===== config.mk =====
export PLATFORM = sky130hd
export DESIGN_NAME = tagged_exchange_sort
export DESIGN_NICKNAME = d
export VERILOG_FILES = /design/src/rtl/core/tes_pkg.sv /design/src/rtl/core/tagged_exchange_sort.sv /design/src/rtl/core/tes_ctrl.sv /design/src/rtl/core/tes_dp.sv
export SDC_FILE = /design/constraint.sdc
export NUM_CORES = 1
export LEC_CHECK = 0
export ABC_AREA = 1
export BUFFER_PORTS_ARGS = -buffer_cell sky130_fd_sc_hd__buf_2
export CORE_UTILIZATION = 56
export DETAILED_ROUTE_END_ITERATION = 8
export PLACE_DENSITY_LB_ADDON = 0.1
export REMOVE_ABC_BUFFERS = 1
export SLEW_MARGIN = 10
export SYNTH_ARGS = -nofsm -noshare
export SYNTH_HDL_FRONTEND = slang
export SYNTH_SLANG_ARGS = --single-unit

===== constraint.sdc =====
create_clock -name i_clk -period 4.4 [get_ports i_clk]
set_clock_uncertainty 0.1 [all_clocks]
set_input_delay 0 -clock i_clk [delete_from_list [all_inputs] [get_ports i_clk]]
set_output_delay 0 -clock i_clk [all_outputs]
set_load 0.05 [all_outputs]

===== src/rtl/core/tes_pkg.sv =====
`timescale 1ns / 1ps

package tes_pkg;

    // input word: one record of a set
    typedef struct packed {
        logic signed [31:0] key;
        logic        [7:0]  tag;
        logic               last;
    } t_in_word;

    // output word: one record of the sorted run
    typedef struct packed {
        logic        [7:0]  out_tag;
        logic signed [31:0] out_key;
        logic               out_last;
        logic               dropped;
    } t_out_word;

    // stored record
    typedef struct packed {
        logic signed [31:0] key;
        logic        [7:0]  tag;
    } t_rec;

    // configuration port
    localparam int CFG_IDX_W  = 4;
    localparam int CFG_DATA_W = 8;
    localparam logic [CFG_IDX_W-1:0] CFG_DESCENDING = 4'd0;
    localparam logic [CFG_IDX_W-1:0] CFG_GAP_MODE   = 4'd1;

    // memory read address select
    localparam logic [1:0] RD_SEL_I  = 2'd0;  // position i
    localparam logic [1:0] RD_SEL_I1 = 2'd1;  // position i + 1
    localparam logic [1:0] RD_SEL_J1 = 2'd2;  // position j + 1
    localparam logic [1:0] RD_SEL_K  = 2'd3;  // emit position k

    typedef struct packed {
        logic       in_ready;  // load phase, input side open
        logic       ld_cur;    // latch entry i as the running holder
        logic       cmp;       // compare holder with entry j, swap if out of order
        logic       wr_cur;    // write holder back to entry i, advance i
        logic       emit;      // move entry k into the output register
        logic       clr_set;   // end of set: clear count, previous key, flag, i and k
        logic [1:0] rd_sel;
    } t_dp_cmd;

    typedef struct packed {
        logic in_last_fire;  // last word accepted this cycle
        logic single;        // only one record stored
        logic j_end;         // j is the final position
        logic i_end;         // i is the final outer position
        logic k_end;         // k is the final emit position
        logic out_free;      // output register can take a word
    } t_dp_stat;

endpackage


===== src/rtl/core/tagged_exchange_sort.sv =====
`timescale 1ns / 1ps

// Channel  Direction  Handshake                 Word
// in       input      i_in_valid / o_in_stall   t_in_word  (key, tag, last)
// out      output     o_out_valid / i_out_stall t_out_word (out_tag, out_key, out_last, dropped)
// cfg      input      i_cfg_valid / o_cfg_ready index i_cfg_index, data i_cfg_data[0]
//
// Load takes one word per cycle. After the last word, the sort reads i, loads
// the holder, compare-swaps over j and writes i back for each outer position,
// paced by the single read and write port of the record memory and one
// compare-swap per cycle. Emit: memory read, then output register.
// Reset is synchronous, active low; it clears the set state and registers.
// The input stalls from the last word of a set until its final result is
// loaded into the output register; an output stall holds that register.

module tagged_exchange_sort
    import tes_pkg::*;
#(
    parameter int DEPTH = 8
) (
    input  logic                  i_clk,
    input  logic                  i_rst_n,
    input  logic                  i_in_valid,
    input  t_in_word              i_in_word,
    output logic                  o_in_stall,
    output logic                  o_out_valid,
    output t_out_word             o_out_word,
    input  logic                  i_out_stall,
    input  logic                  i_cfg_valid,
    input  logic [CFG_IDX_W-1:0]  i_cfg_index,
    input  logic [CFG_DATA_W-1:0] i_cfg_data,
    output logic                  o_cfg_ready
);

    t_dp_cmd  w_cmd;
    t_dp_stat w_stat;

    // register writes never wait
    assign o_cfg_ready = 1'b1;

    // input side open only during the load phase
    assign o_in_stall = !w_cmd.in_ready;

    tes_ctrl u_ctrl (
        .i_clk   (i_clk),
        .i_rst_n (i_rst_n),
        .i_stat  (w_stat),
        .o_cmd   (w_cmd)
    );

    tes_dp #(
        .DEPTH (DEPTH)
    ) u_dp (
        .i_clk       (i_clk),
        .i_rst_n     (i_rst_n),
        .i_cmd       (w_cmd),
        .o_stat      (w_stat),
        .i_in_valid  (i_in_valid),
        .i_in_word   (i_in_word),
        .i_cfg_wr    (i_cfg_valid && o_cfg_ready),
        .i_cfg_index (i_cfg_index),
        .i_cfg_data  (i_cfg_data),
        .i_out_stall (i_out_stall),
        .o_out_valid (o_out_valid),
        .o_out_word  (o_out_word)
    );

    // at most one datapath operation per cycle
    a_cmd_excl: assert property (@(posedge i_clk) disable iff (!i_rst_n)
        $onehot0({w_cmd.in_ready, w_cmd.ld_cur, w_cmd.cmp, w_cmd.wr_cur, w_cmd.emit}))
        else $error("overlapping datapath commands");

    // a result never overwrites one still waiting
    a_emit_free: assert property (@(posedge i_clk) disable iff (!i_rst_n)
        w_cmd.emit |-> (!o_out_valid || !i_out_stall))
        else $error("emit into a stalled output register");

    // the last word of a set closes the input side
    a_last_closes: assert property (@(posedge i_clk) disable iff (!i_rst_n)
        (i_in_valid && !o_in_stall && i_in_word.last) |=> o_in_stall)
        else $error("input open after last word");

    // end of set only together with the final emit
    a_clr_on_emit: assert property (@(posedge i_clk) disable iff (!i_rst_n)
        w_cmd.clr_set |-> (w_cmd.emit && w_stat.k_end))
        else $error("set cleared before final result");

endmodule


===== src/rtl/core/tes_ctrl.sv =====
`timescale 1ns / 1ps

module tes_ctrl
    import tes_pkg::*;
(
    input  logic     i_clk,
    input  logic     i_rst_n,
    input  t_dp_stat i_stat,
    output t_dp_cmd  o_cmd
);

    localparam logic [2:0] S_LOAD = 3'd0;
    localparam logic [2:0] S_CHK  = 3'd1;
    localparam logic [2:0] S_RDI  = 3'd2;
    localparam logic [2:0] S_LDI  = 3'd3;
    localparam logic [2:0] S_CMP  = 3'd4;
    localparam logic [2:0] S_WRI  = 3'd5;
    localparam logic [2:0] S_ERD  = 3'd6;
    localparam logic [2:0] S_EOUT = 3'd7;

    logic [2:0] r_state;
    logic [2:0] n_state;

    always_ff @(posedge i_clk) begin
        if (!i_rst_n) begin
            r_state <= S_LOAD;
        end else begin
            r_state <= n_state;
        end
    end

    always_comb begin
        n_state = r_state;
        o_cmd   = '0;
        unique case (r_state)
            S_LOAD: begin
                o_cmd.in_ready = 1'b1;
                if (i_stat.in_last_fire) begin
                    n_state = S_CHK;
                end
            end
            S_CHK: begin
                o_cmd.rd_sel = RD_SEL_I;
                n_state = i_stat.single ? S_ERD : S_RDI;
            end
            S_RDI: begin
                o_cmd.rd_sel = RD_SEL_I;
                n_state = S_LDI;
            end
            S_LDI: begin
                o_cmd.ld_cur = 1'b1;
                o_cmd.rd_sel = RD_SEL_I1;
                n_state = S_CMP;
            end
            S_CMP: begin
                o_cmd.cmp    = 1'b1;
                o_cmd.rd_sel = RD_SEL_J1;
                if (i_stat.j_end) begin
                    n_state = S_WRI;
                end
            end
            S_WRI: begin
                o_cmd.wr_cur = 1'b1;
                o_cmd.rd_sel = RD_SEL_I;
                n_state = i_stat.i_end ? S_ERD : S_RDI;
            end
            S_ERD: begin
                o_cmd.rd_sel = RD_SEL_K;
                n_state = S_EOUT;
            end
            S_EOUT: begin
                o_cmd.rd_sel = RD_SEL_K;
                if (i_stat.out_free) begin
                    o_cmd.emit = 1'b1;
                    if (i_stat.k_end) begin
                        o_cmd.clr_set = 1'b1;
                        n_state = S_LOAD;
                    end else begin
                        n_state = S_ERD;
                    end
                end
            end
            default: begin
                n_state = S_LOAD;
            end
        endcase
    end

endmodule


===== src/rtl/core/tes_dp.sv =====
`timescale 1ns / 1ps

module tes_dp
    import tes_pkg::*;
#(
    parameter int DEPTH = 8
) (
    input  logic                  i_clk,
    input  logic                  i_rst_n,
    input  t_dp_cmd               i_cmd,
    output t_dp_stat              o_stat,
    input  logic                  i_in_valid,
    input  t_in_word              i_in_word,
    input  logic                  i_cfg_wr,
    input  logic [CFG_IDX_W-1:0]  i_cfg_index,
    input  logic [CFG_DATA_W-1:0] i_cfg_data,
    input  logic                  i_out_stall,
    output logic                  o_out_valid,
    output t_out_word             o_out_word
);

    localparam int AW  = $clog2(DEPTH);
    localparam int CW  = $clog2(DEPTH + 1);
    localparam int CW1 = CW + 1;

    // record memory, one write and one registered read per cycle
    t_rec r_mem [DEPTH];
    t_rec r_rd;

    logic          r_descending;
    logic          r_gap_mode;
    logic [CW-1:0] r_count;
    logic [31:0]   r_prev;
    logic          r_ovf;
    logic [AW-1:0] r_i;
    logic [AW-1:0] r_j;
    logic [AW-1:0] r_k;
    t_rec          r_cur;
    logic          r_out_valid;
    t_out_word     r_out;

    logic          w_accept;
    logic          w_full;
    logic          w_swap;
    logic          w_we;
    logic [AW-1:0] w_waddr;
    t_rec          w_wdata;
    logic [AW-1:0] w_raddr;
    logic [32:0]   w_diff;
    logic [31:0]   w_gap;
    logic [31:0]   w_stored;

    assign w_accept = i_cmd.in_ready && i_in_valid;
    assign w_full   = (r_count == CW'(DEPTH));

    // key minus previous key, clamped to 32 bits
    assign w_diff = {i_in_word.key[31], i_in_word.key} - {r_prev[31], r_prev};
    always_comb begin
        if (w_diff[32] != w_diff[31]) begin
            w_gap = w_diff[32] ? 32'h8000_0000 : 32'h7FFF_FFFF;
        end else begin
            w_gap = w_diff[31:0];
        end
    end
    assign w_stored = (r_gap_mode && (r_count != '0)) ? w_gap : i_in_word.key;

    assign w_swap = r_descending ? (r_cur.key < r_rd.key) : (r_cur.key > r_rd.key);

    always_comb begin
        w_we    = 1'b0;
        w_waddr = r_i;
        w_wdata = r_cur;
        if (w_accept && !w_full) begin
            w_we    = 1'b1;
            w_waddr = r_count[AW-1:0];
            w_wdata = '{key: w_stored, tag: i_in_word.tag};
        end else if (i_cmd.cmp && w_swap) begin
            w_we    = 1'b1;
            w_waddr = r_j;
        end else if (i_cmd.wr_cur) begin
            w_we    = 1'b1;
        end
    end

    always_comb begin
        unique case (i_cmd.rd_sel)
            RD_SEL_I:  w_raddr = r_i;
            RD_SEL_I1: w_raddr = r_i + AW'(1);
            RD_SEL_J1: w_raddr = r_j + AW'(1);
            RD_SEL_K:  w_raddr = r_k;
        endcase
    end

    always_ff @(posedge i_clk) begin
        if (w_we) begin
            r_mem[w_waddr] <= w_wdata;
        end
        r_rd <= r_mem[w_raddr];
    end

    // configuration
    always_ff @(posedge i_clk) begin
        if (!i_rst_n) begin
            r_descending <= 1'b0;
            r_gap_mode   <= 1'b0;
        end else if (i_cfg_wr) begin
            if (i_cfg_index == CFG_DESCENDING) begin
                r_descending <= i_cfg_data[0];
            end
            if (i_cfg_index == CFG_GAP_MODE) begin
                r_gap_mode <= i_cfg_data[0];
            end
        end
    end

    // set state and sort counters
    always_ff @(posedge i_clk) begin
        if (!i_rst_n) begin
            r_count <= '0;
            r_prev  <= '0;
            r_ovf   <= 1'b0;
            r_i     <= '0;
            r_j     <= '0;
            r_k     <= '0;
        end else begin
            if (w_accept) begin
                if (w_full) begin
                    r_ovf <= 1'b1;
                end else begin
                    r_count <= r_count + CW'(1);
                    r_prev  <= i_in_word.key;
                end
            end
            if (i_cmd.ld_cur) begin
                r_j <= r_i + AW'(1);
            end
            if (i_cmd.cmp) begin
                r_j <= r_j + AW'(1);
            end
            if (i_cmd.wr_cur) begin
                r_i <= r_i + AW'(1);
            end
            if (i_cmd.emit) begin
                r_k <= r_k + AW'(1);
            end
            if (i_cmd.clr_set) begin
                r_count <= '0;
                r_prev  <= '0;
                r_ovf   <= 1'b0;
                r_i     <= '0;
                r_k     <= '0;
            end
        end
    end

    // running holder of position i
    always_ff @(posedge i_clk) begin
        if (i_cmd.ld_cur || (i_cmd.cmp && w_swap)) begin
            r_cur <= r_rd;
        end
    end

    // output register
    always_ff @(posedge i_clk) begin
        if (!i_rst_n) begin
            r_out_valid <= 1'b0;
        end else if (i_cmd.emit) begin
            r_out_valid <= 1'b1;
        end else if (!i_out_stall) begin
            r_out_valid <= 1'b0;
        end
    end

    always_ff @(posedge i_clk) begin
        if (i_cmd.emit) begin
            r_out.out_tag  <= r_rd.tag;
            r_out.out_key  <= r_rd.key;
            r_out.out_last <= o_stat.k_end;
            r_out.dropped  <= r_ovf;
        end
    end

    assign o_out_valid = r_out_valid;
    assign o_out_word  = r_out;

    assign o_stat.in_last_fire = w_accept && i_in_word.last;
    assign o_stat.single       = (r_count == CW'(1));
    assign o_stat.j_end        = (CW1'(r_j) + CW1'(1) == CW1'(r_count));
    assign o_stat.i_end        = (CW1'(r_i) + CW1'(2) == CW1'(r_count));
    assign o_stat.k_end        = (CW1'(r_k) + CW1'(1) == CW1'(r_count));
    assign o_stat.out_free     = !r_out_valid || !i_out_stall;

endmodule


==> qor.yml, run 1 <==
status: "finished clean"
area_growth_pct: 15.0
relSlewSlack: 0.224
min_path_cells: 4
dp_slack_ns: 0.563
ff2ff_setup_slack_ns: 0.58
gp_congestion: 0.879
cts_tree: "done"
min_path_type: "in -> reg"
drt-initial-drc-count: 1124
grt_max_degree: 111
postCtsSetupBuffers: 0
h-tree-depth: 2
final.setup.worst_slack_ns: 0.583
synth_ff_type: "edfxtp_1"
leakage_nw: 9.70
slew_violations: 0
p_seq_frac: 0.481
port_buffers: 94
synth_edf_count: 402
cts_resized: 0
ff2ff_path_depth: 17
worst_slew_pin_slew_ns: 1.16
startpoint_type: "flop"
synth.avg_cell_area_um2: 10.7
diodes: 0
drt-wirelength-per-cell_um: 19.5
period_needed_ns: 3.82
grt_pass1_vias: 14940
hold_viol_final: 0
busiest_layer: "met2"
grt_setup_unrepaired: "no"
cts_hold_buf: 54
clk_path_buf_depth: 3
fin_cells: 2765
fin_area_um2: 25300
grt_pass1_wl_mm: 83.3
grt_use_met1: 0.387
drt_first_pass_iters: 7
required_ns: 4.58
reg2reg_to: "u_dp.r_mem[7][37]$_DFFE_PP_"
yosysWarnings: 0
reg2reg_from: "u_dp.r_rd[18]$_DFF_P_"
use_met3: 0.0421
crit_type: "reg -> reg"
dp_hpwl_mm: 32.1
worstSetupEndpointType: "flop"
vdd_drop_max_v: 0.000372
synth_top_cell_area_share: 0.548
die_h_um: 200
switchingPower_w: 0.00327
critPathMaxFanout: 17
grt_usage: 0.271
ys_types: 57
insertion_delay_ns: 0.62
crit_end: "u_dp.r_mem[7][37]$_DFFE_PP_"
timing.hold.ws_ns: 0.109
cts-root-buf: "clkbuf_16"
cts.sinks: 494
drv_cap: 0
p_per_area_nw_per_um2: 463
synth_area_um2: 22000
yosys_register_bits: 494
yosysMostFrequentCell: "edfxtp_1"
netlist_top_cells_area: "edfxtp_1 (55%), dfxtp_1 (8.4%), nor2_1 (5.8%), nand2_1 (5.3%), ha_1 (4.0%)"
vias_per_cell: 5.61
die_w_um: 200
ios: 103
rows: 72
grt.met2_usage: 0.430
min_period_over_period: 0.867
totalWireLength_mm: 53.9
cts-buffers-inserted: 51
drc_errors: 0
clk_pin_slew_worst_paths_ns: 0.06
synth-async-reset-ratio: 0
setup.worst_path.start: "u_dp.r_rd[18]$_DFF_P_"
final_nets: 2333
yosysSeqAreaShare: 0.631
grt-ovfl-total: 0
antenna_found_initial: 0
start_util: 0.569
switching_share: 0.279
yosys.area.top_type: "edfxtp_1"
num_vias: 15516
dp_cells: 2615
finalSetupViolations: 0
dieArea_um2: 40200
synthTopCellsByCount: "edfxtp_1 (402), nor2_1 (342), nand2_1 (310), inv_1 (152), o21ai_0 (148)"
p_comb_frac: 0.166
ant_nets: 0
clkPwrFrac: 0.353
worstPathArrival_ns: 3.99
drive_above_1_share: 0.130
post_dp_cell_area_um2: 23200
netlist_instances: 2069
intPower_w: 0.00847
fmax_mhz: 262
tns_ns: 0
core_area_um2: 38700
placed cells by master (no fill, tap or decap), types with 4 or more instances in the layout:
cell type / Yosys / layout
o21ai_1: 11 / 10
xnor2_1: 7 / 7
o21ai_0: 148 / 148
inv_1: 152 / 151
nand3_1: 35 / 35
o211ai_1: 60 / 60
nand4_1: 12 / 12
buf_2: 32 / 94
buf_12: 0 / 14
a221oi_1: 4 / 4
dfxtp_1: 92 / 92
nor2_1: 342 / 333
clkinv_2: 1 / 10
clkbuf_1: 46 / 12
buf_4: 9 / 11
or2_2: 44 / 44
ha_1: 70 / 70
inv_2: 6 / 6
a21o_1: 11 / 11
clkinv_1: 0 / 9
dlygate4sd3_1: 0 / 54
nor2_4: 1 / 11
a31oi_1: 41 / 41
edfxtp_1: 402 / 402
nor3_1: 10 / 10
clkbuf_16: 0 / 51
a21oi_1: 92 / 92
o22ai_1: 42 / 42
o21bai_1: 5 / 5
nand2_1: 310 / 309
nand2_2: 6 / 7
xor2_1: 29 / 29
clkbuf_8: 0 / 4
nand3_2: 8 / 8
routing by layer:
layer  up-vias  part of all wire
met5         -                 0
met4         0             0.023
met3        81             0.070
met2       507              0.46
met1      7449              0.45
li1       7479                 -
power groups by stage:
stage / Combinational (W) / Clock, W / Sequential (W)
finish: 0.00195 / 0.00414 / 0.00564
global route: 0.00220 / 0.00438 / 0.00567
detailed placement: 0.00190 / 0 / 0.00574
CTS: 0.00195 / 0.00422 / 0.00564
floorplan: 0.00131 / 0 / 0.00568
global placement: 0.00187 / 0 / 0.00573
layout make-up:
cell class / instances / area, um2
sequential: 494 / 13900
inverter: 159 / 601
fill: 3066 / 13400
tap: 518 / 648
clock buffer: 67 / 1380
clock inverter: 29 / 250
multi-input combinational: 1325 / 7170
timing repair buffer: 173 / 1370
per-stage QoR:
step                      total power (W)   util
after CTS                          0.0118  0.654
after global placement            0.00760  0.598
after detailed placement          0.00764  0.598
after global routing               0.0123  0.654
after floorplan                   0.00699      -
final                              0.0117  0.654
kinds of logic (layout without fill, tap and decap cells):
kind of cell,Yosys count,count (layout),synth area share
xor+xnor,36,36,0.0143
fa+ha+maj,71,71,0.0407
flops,494,494,0.631
compound gates,434,434,0.117
buf+inv,250,428,0.0470
other cells,1,1,0.000170
simple gates,783,783,0.150
critical path: stages (launching register included):
cell	delay, ns
dfxtp_1	0.43
inv_1	0.07
ha_1	0.29
nand4_1	0.15
nor3_1	0.42
nand2_1	0.11
nand2_1	0.13
nand2_1	0.09
nand2_1	0.07
nand2_1	0.06
nand3_1	0.08
nand2_1	0.05
inv_1	0.17
nand2_2	0.15
nand3_1	0.15
nand3_2	0.23
nor2_4	0.48
buf_12	0.25
how the worst min path moves through the flow:
stage	endpoint	start	slack (ns)
after floorplan	u_dp.r_j[2]$_SDFFE_PN0P_	i_rst_n	0.03
after global placement	u_dp.r_prev[29]$_SDFFE_PP0P_	i_in_word[38]	0.15
after detailed placement	u_dp.r_prev[16]$_SDFFE_PP0P_	i_in_word[25]	0.17
after CTS	u_dp.r_prev[15]$_SDFFE_PP0P_	i_in_word[24]	0.08
after global routing	u_dp.r_prev[15]$_SDFFE_PP0P_	i_in_word[24]	0.12
final	u_dp.r_prev[15]$_SDFFE_PP0P_	i_in_word[24]	0.11
registers in the layout, indices dropped and copies added (netlist names), 3 cells and up:
register,count
u_ctrl.r_state,3
u_dp.o_out_word,42
u_dp.r_count,4
u_dp.r_cur,40
u_dp.r_i,3
u_dp.r_j,3
u_dp.r_k,3
u_dp.r_mem,320
u_dp.r_prev,32
u_dp.r_rd,40
Power figures use the tool's default switching activity.
==> inputs of run 2 (changes only) <==
- CORE_MARGIN: unset -> 4
- HOLD_SLACK_MARGIN: unset -> 0.15
==> qor.yml, run 2 (synthesized netlist as in run 1, its figures left out) <==
status: "finished clean"
final_common_cell: "edfxtp_1"
diodes: 0  # unchanged
drc_errors: 0  # unchanged
dp_slack_ns: 0.701  # +0.138 ns
drv_cap: 0  # unchanged
port_buffers: 94  # unchanged
ios: 103  # unchanged
multi_input_area_um2: 7170  # unchanged
path_cells: "ha_1 > nand2_1 > nor2_1 > nand2_1 > nand2_1 > nand2_1 > nand2_1 > nand2_1 > nand2_1 > nand2_1 > nand3_1 > nand2_1 > inv_1 > nand2_2 > nand3_1 > nand3_2 > nor2_4 > buf_4"
num_vias: 15719  # +1.3%
drt_first_pass_iters: 5  # -2
h-tree-depth: 2  # unchanged
cts_hold_buf: 113  # +110%
grt_max_degree: 161  # +45%
largest_reg_flops: 320  # unchanged
switchingPower_w: 0.00325  # -0.60%
required_ns: 4.52  # -0.06 ns
grt-ovfl-total: 0  # unchanged
crit_type: "reg -> reg"
switching_share: 0.274  # -0.00485
period_needed_ns: 3.71  # -0.106 ns
p_total_w: 0.0119  # +1.2%
cts_resized: 0  # unchanged
cts-buffers-inserted: 52  # +2.0%
area_growth_pct: 17.6
reg2reg_from: "u_dp.r_cur[15]$_DFFE_PP_"
cts.sinks: 494  # unchanged
leakage_nw: 10.0  # +3.1%
antenna_found_initial: 0  # unchanged
max_stage_delay_ns: 0.43  # -0.05 ns
clkPwrFrac: 0.355  # +0.002
finish.utilization: 0.669  # +0.0150
min_path_type: "in -> reg"
top_register: "u_dp.r_mem"
final.setup.worst_slack_ns: 0.689  # +0.106 ns
clk_pin_slew_worst_paths_ns: 0.06  # about the same
p_comb_frac: 0.169  # +0.003
final_nets: 2390  # +2.4%
setup.worst_path.start: "u_dp.r_cur[15]$_DFFE_PP_"
worstSetupEndpointType: "flop"
worst_slew_pin_slew_ns: 1.10  # -0.0681 ns
hp-start: "i_rst_n"
crit_top_cell: "nand2_1"
totalWireLength_mm: 55.0  # +2.0%
die_w_um: 206  # +3.0%
postCtsSetupBuffers: 0  # unchanged
startpoint_type: "flop"
rows: 72  # unchanged
dp_hpwl_mm: 31.6  # -1.7%
grt_setup_unrepaired: "no"
die_h_um: 206  # +3.0%
slew_violations: 0  # unchanged
fmax_mhz: 269  # +2.9%
dieArea_um2: 42600  # +6.1%
core_area_um2: 38700  # unchanged
drive_above_1_share: 0.123  # -0.00646
regArea_um2: 13900  # unchanged
hold_viol_final: 0  # unchanged
reg2reg_to: "u_dp.r_mem[7][38]$_DFFE_PP_"
slowest_stage: "buf_4"
clk_path_buf_depth: 3  # unchanged
insertion_delay_ns: 0.61  # about the same
cts-root-buf: "clkbuf_16"
worstPathArrival_ns: 3.83  # -0.16 ns
ff2ff_path_depth: 18  # +1
fin_area_um2: 25900  # +2.3%
min_period_over_period: 0.843  # -0.0241
ant_nets: 0  # unchanged
intPower_w: 0.00862  # +1.8%
grt_pass1_vias: 15226  # +1.9%
p_seq_frac: 0.476  # -0.005
crit_end: "u_dp.r_mem[7][38]$_DFFE_PP_"
p_per_area_nw_per_um2: 458  # -1.1%
relSlewSlack: 0.269  # +0.0455
post_dp_cell_area_um2: 23100  # -0.21%
vias_per_cell: 5.58  # -0.60%
grt_pass1_wl_mm: 84.6  # +1.5%
vdd_drop_max_v: 0.000351  # -5.5%
final_cell_mix: "edfxtp_1 (402), nor2_1 (333), nand2_1 (309), inv_1 (151), o21ai_0 (148)"
ff2ff_setup_slack_ns: 0.69  # +0.11 ns
cts_tree: "done"
gp_congestion: 0.916  # +4.2%
start_util: 0.569  # unchanged
critPathMaxFanout: 24  # +7
grt_usage: 0.258  # -0.0129
finalSetupViolations: 0  # unchanged
n_fill_cell: 3003  # -2.1%
drt-wirelength-per-cell_um: 19.5  # about the same
drt-initial-drc-count: 1372  # +22%
## run 2: cell types whose count changed in the layout (fill, tap and decap cells not counted), moves of 4 or more
| cell | previous run | this run |
|---|---|---|
| clkbuf_1 | 12 | 18 |
| clkinv_1 | 9 | 5 |
| clkinv_2 | 10 | 5 |
| dlygate4sd3_1 | 54 | 113 |
## run 2: how the worst min path moves through the flow
stage	slack, ns	endpoint	cells past startpoint
2_1_floorplan	0.03	u_dp.r_j[2]$_SDFFE_PN0P_	2
3_3_place_gp	0.15	u_dp.r_prev[30]$_SDFFE_PP0P_	3
3_5_place_dp	0.16	u_dp.r_prev[30]$_SDFFE_PP0P_	3
4_1_cts	0.18	u_dp.r_j[2]$_SDFFE_PN0P_	4
5_1_grt	0.23	u_dp.r_j[2]$_SDFFE_PN0P_	4
6_report	0.21	u_dp.r_j[2]$_SDFFE_PN0P_	4
## run 2: routing by layer
layer | part of all wire | GRT usage
met5 | 0 | 0
met4 | 0.024 | 0.0794
met3 | 0.060 | 0.0301
met2 | 0.47 | 0.422
met1 | 0.44 | 0.367
## run 2: power by group through the flow
stage                     logic (W)  clock network, W  registers (W)
final                       0.00201           0.00422        0.00565
after global routing        0.00225           0.00450        0.00568
after CTS                   0.00200           0.00431        0.00565
after detailed placement    0.00190                 0        0.00575
after global placement      0.00186                 0        0.00574
after floorplan             0.00131                 0        0.00568
## run 2: through the flow
step                TNS [ns]  std cells  hold WS, ns
floorplan           -1207.69       1978       0.0294
global placement           0       2612        0.154
detailed placement         0       2612        0.164
CTS                        0       2818        0.179
global route               0       2818        0.234
finish                     0       2818        0.206
## run 2: final cells by class
type                            count  share of cell area
Clock inverter                     16             0.00719
Inverter                          159              0.0232
Multi-Input combinational cell   1325               0.277
Timing Repair Buffer              229              0.0740
Clock buffer                       77              0.0570
Sequential cell                   494               0.537
Tap cell                          518              0.0250
## run 2: critical path: cells and delay by family, from the launching register on
family                     cells  cell delay, ns
adders and majority gates      1            0.31
buffers and inverters          2            0.60
DFF                            1            0.40
and+or+nand+nor               15            1.89
